$ cat config.mk
export PLATFORM = sky130hd
export DESIGN_NAME = lfb_delay
export DESIGN_NICKNAME = d
export VERILOG_FILES = /design/src/sv/lfb_delay.sv
export SDC_FILE = /design/constraint.sdc
export NUM_CORES = 1
export LEC_CHECK = 0
export BUFFER_PORTS_ARGS = -buffer_cell sky130_fd_sc_hd__buf_2
export CORE_MARGIN = 2
export CORE_UTILIZATION = 55
export CTS_CLUSTER_SIZE = 8
export DETAILED_ROUTE_END_ITERATION = 10
export PLACE_DENSITY = 0.86
export SETUP_SLACK_MARGIN = 0.15
export SYNTH_ARGS = -nofsm -noshare
export SYNTH_HDL_FRONTEND = slang
export SYNTH_SLANG_ARGS = --single-unit
$ cat constraint.sdc
create_clock -name clk -period 1.2 [get_ports clk]
set_input_delay 0 -clock clk [delete_from_list [all_inputs] [get_ports clk]]
set_output_delay 0 -clock clk [all_outputs]
set_load 0.01 [all_outputs]
$ cat src/sv/lfb_delay.sv
// Enabled delay line that carries a valid bit and a payload word.
// Used by the frame builder core to keep side data aligned with the normalizers.
// No package dependencies.
module lfb_delay #(
  parameter int W     = 8,
  parameter int DEPTH = 4
) (
  input  logic         clk,
  input  logic         rst_n,
  input  logic         en,
  input  logic         in_vld,
  input  logic [W-1:0] in_data,
  output logic         out_vld,
  output logic [W-1:0] out_data
);

  logic         vld_r [DEPTH];
  logic [W-1:0] dat_r [DEPTH];

  // Valid bits are control state and clear on reset.
  always_ff @(posedge clk) begin
    if (!rst_n) begin
      for (int i = 0; i < DEPTH; i++) vld_r[i] <= 1'b0;
    end else if (en) begin
      vld_r[0] <= in_vld;
      for (int i = 1; i < DEPTH; i++) vld_r[i] <= vld_r[i-1];
    end
  end

  // Payload moves along with its valid bit.
  always_ff @(posedge clk) begin
    if (en) begin
      dat_r[0] <= in_data;
      for (int i = 1; i < DEPTH; i++) dat_r[i] <= dat_r[i-1];
    end
  end

  assign out_vld  = vld_r[DEPTH-1];
  assign out_data = dat_r[DEPTH-1];

endmodule

==> flow_summary.json, run 1 <==
{
  "rr_endpoint": "vld_r[3]",
  "synth_top_area_frac": 0.890,
  "path_cells": "buf_2",
  "viasPerCell": 4.81,
  "met2_usage": 0.272,
  "antenna_found_initial": 0,
  "min_from": "en",
  "clk_path_buf_depth": 2,
  "ys_top_cells_by_area": "edfxtp_1, dfxtp_1, mux2i_1",
  "tns_ns": 0,
  "synthToLayoutAreaGrowth_pct": 29.7,
  "overflow": 0,
  "netlist-cell-type-count": 6,
  "grt_max_degree": 19,
  "layout-drive-gt1-share": 0.357,
  "clk_pin_slew_worst_paths_ns": 0.10,
  "final_common_cell": "edfxtp_1",
  "syn_area_um2": 1110,
  "synth_nets": 56,
  "fin_skew_ns": 0.0119,
  "hold_viol": 0,
  "maxSlewHeadroom": 0.738,
  "cts_buffers": 5,
  "detail-route-antenna-nets": 0,
  "whs_ns": 0.116,
  "num_vias": 534,
  "ir_drop_mv": 1.19,
  "final_cell_mix": "edfxtp_1, buf_2, dlygate4sd3_1, clkbuf_4",
  "worstMarginPinSlew_ns": 0.393,
  "grt_pass1_wl_um": 2420,
  "gp_congestion": 0.643,
  "yosysWarnings": 0,
  "ys_ff_latch": 36,
  "r2r_slack_ns": 0.46,
  "critPathBufInv": 1,
  "std_cell_rows": 16,
  "core_um2": 1940,
  "power_density_nw_per_um2": 1580,
  "whs_endpoint": "dat_r[0][3]",
  "use_met3": 0.0491,
  "die_x_um": 49.0,
  "p_total_mw": 2.29,
  "cp_max_fo": 1,
  "synth_cells": 44,
  "gr-max-usage-layer": "met2",
  "root_buffer": "clkbuf_4",
  "fillCellCount": 123,
  "num_antenna_cells": 0,
  "setup_viol": 0,
  "reg2regPathDepth": 1,
  "drt-initial-drc-count": 18,
  "start_util": 0.573,
  "slew_violations": 0,
  "synth_top_cell_by_area": "edfxtp_1",
  "grt_util_met1": 0.141,
  "path_class": "register to output pin",
  "place_area_um2": 1270,
  "required_ns": 1.20,
  "multi_input_area_um2": 62.6,
  "p_leak_nw": 0.552,
  "slowest_stage": "edfxtp_1",
  "first_pass_iters": 5,
  "timing.final.crit_period_ns": 0.870,
  "rsz0062_at_grt": "no",
  "cts_max_level": 2,
  "maxCapViolCount": 0,
  "syn_avg_cell_area_um2": 25.3,
  "wl_per_cell_um": 13.1,
  "cts_sinks": 36,
  "critPathMaxStageDelay_ns": 0.39,
  "grt_use_total": 0.152,
  "clock_latency_ns": 0.32,
  "r2r-start": "vld_r[2]",
  "yosysSeqAreaShare": 0.944,
  "final_area_um2": 1440,
  "finalCritPeriodShare": 0.725,
  "max_freq_ghz": 1.15,
  "cp-start-kind": "register",
  "wl_um": 1450,
  "io_pins": 21,
  "critPathCaptureType": "output pin",
  "worst_slack_ns": 0.330,
  "critPathArrivalTime_ns": 0.87,
  "hold_class": "input port to register",
  "dpl_worst_slack_ns": 0.330,
  "drc": 0,
  "die_area_um2": 2400,
  "whs_path_depth": 1,
  "fin_nets": 95,
  "status": "finished, final reports clean",
  "grt_pass1_vias": 568,
  "portBuffers": 20,
  "startpoint": "vld_r[3]",
  "die_h_um": 49.0,
  "cts_tree": "yes",
  "regArea_um2": 1050,
  "cp_top_family": "flip-flops"
}
-- stage by stage --
step	utilization	cells
after global placement	0.657	93
after detailed placement	0.657	93
after floorplan	-	44
after CTS	0.744	111
after global routing	0.744	111
final	0.744	111
-- area by class of cell --
class | count | share of cell area
clock buffers | 8 | 0.0477
repair buffers | 32 | 0.158
well taps | 27 | 0.0234
flip-flops and latches | 36 | 0.728
multi-input cells | 8 | 0.0433
-- sequential cells by signal (all words and copies together) (netlist names) --
name and cells:
dat_r 32, vld_r 4
-- worst max-delay path by stage --
stage                  endpoint  slack [ns]  cells after the start
floorplan              vld_r[3]        0.49                      1
global placement    dat_r[3][3]        0.35                      2
detailed placement  dat_r[2][3]        0.33                      2
CTS                 out_data[0]        0.33                      1
global route            out_vld        0.29                      1
finish                  out_vld        0.33                      1
-- layer usage --
metal | vias up | wire [µm]
li1 | 249 | -
met1 | 254 | 528
met2 | 28 | 805
met3 | 3 | 96
met4 | 0 | 19
met5 | - | 0
-- what timing repair did --
action / in CTS / in global routing
setup buffers: 0 / 0
hold endpoints to repair: 12 / 0
gates resized for setup: 0 / 0
hold buffers: 10 / 0
-- cell usage after synthesis --
library cell and n:
nor2b_1 3, edfxtp_1 33, dfxtp_1 3, mux2i_1 3
and3_2 1, nand2b_1 1
-- logic make-up (layout without fill, tap and decap cells) --
logic type	after synthesis	after routing	synth area share
and+or+nand+nor	5	5	0.0292
muxes	3	3	0.0270
DFF	36	36	0.944
buffers and inverters	0	40	0
-- power by group --
| part | internal (mW) | switching (mW) |
|---|---|---|
| combinational | 0.0598 | 0.0522 |
| sequential | 1.46 | 0.0198 |
| clock | 0.345 | 0.352 |
| total | 1.86 | 0.424 |
(Power assumes the default switching activity.)
==> run 2, diff against run 1 <==
Settings changed: CORE_UTILIZATION 55 to 46, PLACE_DENSITY 0.86 to 0.78.
Clock period 1.2 ns to 0.8 ns, I/O delays scaled along.
==> flow_summary.json, run 2 (same netlist as run 1, synthesis figures left out) <==
{
  "max_freq_ghz": 1.19,
  "p_switching_mw": 0.640,
  "slew_violations": 0,
  "worstMarginPinSlew_ns": 0.116,
  "p_leak_nw": 0.565,
  "num_vias": 527,
  "fin_nets": 97,
  "r2r_slack_ns": 0.11,
  "std_cell_rows": 17,
  "clk_pin_slew_worst_paths_ns": 0.10,
  "grt_max_degree": 13,
  "portBuffers": 20,
  "pwr-share-comb": 0.051,
  "cts_sinks": 36,
  "violations": "setup timing",
  "largestRegisters": "dat_r: 32 flops, vld_r: 4 flops",
  "status": "complete, but fails checks",
  "power_density_nw_per_um2": 2300,
  "die_x_um": 53.2,
  "final_cells": 114,
  "hold_class": "input port to register",
  "cts_buffers": 5,
  "tns_ns": -0.273,
  "rsz0062_at_grt": "yes",
  "io_pins": 21,
  "worstSetupEndpoint": "out_data[4]",
  "grt_util_met1": 0.123,
  "overflow": 0,
  "maxCapViolCount": 0,
  "drc": 0,
  "num_antenna_cells": 0,
  "required_ns": 0.80,
  "path_class": "register to output pin",
  "path_depth": 1,
  "reg2regPathDepth": 1,
  "rr_endpoint": "vld_r[3]",
  "use_met3": 0.0678,
  "grt_use_total": 0.125,
  "die_area_um2": 2830,
  "netSwitchingFraction": 0.192,
  "timing.final.crit_period_ns": 0.838,
  "dpl.cell_count": 96,
  "die_h_um": 53.2,
  "final_cell_mix": "edfxtp_1, buf_2, dlygate4sd3_1, clkbuf_4, buf_4",
  "r2r-start": "vld_r[2]",
  "ir_drop_mv": 1.74,
  "finalCritPeriodShare": 1.05,
  "critPathMaxStageDelay_ns": 0.37,
  "path_cells": "buf_2",
  "cts_max_level": 2,
  "maxSlewHeadroom": 0.921,
  "pwr-share-clk": 0.285,
  "antenna_found_initial": 0,
  "internal-power_mw": 2.70,
  "top_register": "dat_r",
  "largest_reg_flops": 32,
  "root_buffer": "clkbuf_4",
  "synthToLayoutAreaGrowth_pct": 30.1,
  "setup_viol": 9,
  "slowest_stage": "edfxtp_1",
  "startpoint": "dat_r[3][4]",
  "met2_usage": 0.198,
  "wl_per_cell_um": 12.2,
  "core_um2": 2250,
  "critPathCaptureType": "output pin",
  "gr-max-usage-layer": "met2",
  "worst_slack_ns": -0.0385,
  "fin_skew_ns": 0.00578,
  "viasPerCell": 4.62,
  "wl_um": 1390,
  "cp_top_family": "flip-flops",
  "drt-initial-drc-count": 8,
  "final_util": 0.643,
  "layout-drive-gt1-share": 0.407,
  "cp-start-kind": "register",
  "final_common_cell": "edfxtp_1",
  "critPathArrivalTime_ns": 0.84,
  "first_pass_iters": 3,
  "cp_max_fo": 1,
  "gp_congestion": 0.665,
  "seqPwrFrac": 0.664,
  "hold_viol": 0,
  "clock_latency_ns": 0.33,
  "critPathBufInv": 1,
  "detail-route-antenna-nets": 0,
  "cts_tree": "yes",
  "grt_pass1_wl_um": 2210,
  "grt_pass1_vias": 537,
  "start_util": 0.494,
  "cts_setup_buffers": 0,
  "clk_path_buf_depth": 2
}
## run 2: cell count changes in the layout (fill, tap and decap cells not counted), moves of 2 or more
cell	change
buf_4	+3
clkinv_2	+2
dfxtp_1	-2
dfxtp_2	+2
## run 2: metrics by stage
step	power, mW	area (µm²)	hold slack [ns]	setup WS [ns]
3_3_place_gp	2.37	1280	0.177	0.117
3_5_place_dp	2.39	1280	0.179	0.0848
5_1_grt	3.49	1450	0.00870	-0.110
2_1_floorplan	2.28	1120	0.0989	0.126
4_1_cts	3.38	1450	0.0136	-0.0674
6_report	3.34	1450	0.0265	-0.0385
## run 2: cell type report
| cell class | instances | area [µm²] |
|---|---|---|
| Multi-Input combinational cell | 8 | 66.3 |
| Clock buffer | 6 | 51.3 |
| Tap cell | 28 | 35.0 |
| Clock inverter | 2 | 10.0 |
| Fill cell | 175 | 806 |
| Timing Repair Buffer | 34 | 233 |
| Sequential cell | 36 | 1050 |
## run 2: power by group through the flow
stage               Sequential [mW]  Combinational [mW]  Clock (mW)
floorplan                      2.27              0.0139           0
global placement               2.25               0.125           0
detailed placement             2.26               0.131           0
CTS                            2.22               0.169       0.992
global route                   2.22               0.185        1.08
finish                         2.21               0.169       0.952
## run 2: worst min-delay path by stage
stage               slack (ns)       start           to  cells past startpoint
global placement          0.18  in_data[0]  dat_r[0][0]                      1
finish                    0.03       rst_n     vld_r[3]                      2
global route             0.009       rst_n     vld_r[3]                      2
CTS                       0.01       rst_n     vld_r[3]                      2
floorplan                  0.1  in_data[0]  dat_r[0][0]                      0
detailed placement        0.18  in_data[5]  dat_r[0][5]                      1
## run 2: layer usage
metal  share of wire  wire [µm]
met4           0.024         34
met1            0.41        574
met2            0.48        662
met5               0          0
met3           0.087        121
## run 2: what timing repair did
item | 4_1_cts | 5_1_grt
gates resized for setup | 0 | 2
endpoints found under the setup margin | 10 | 13
pin swaps | 0 | 0
endpoints found under the hold margin | 12 | 0
hold buffers | 10 | 0
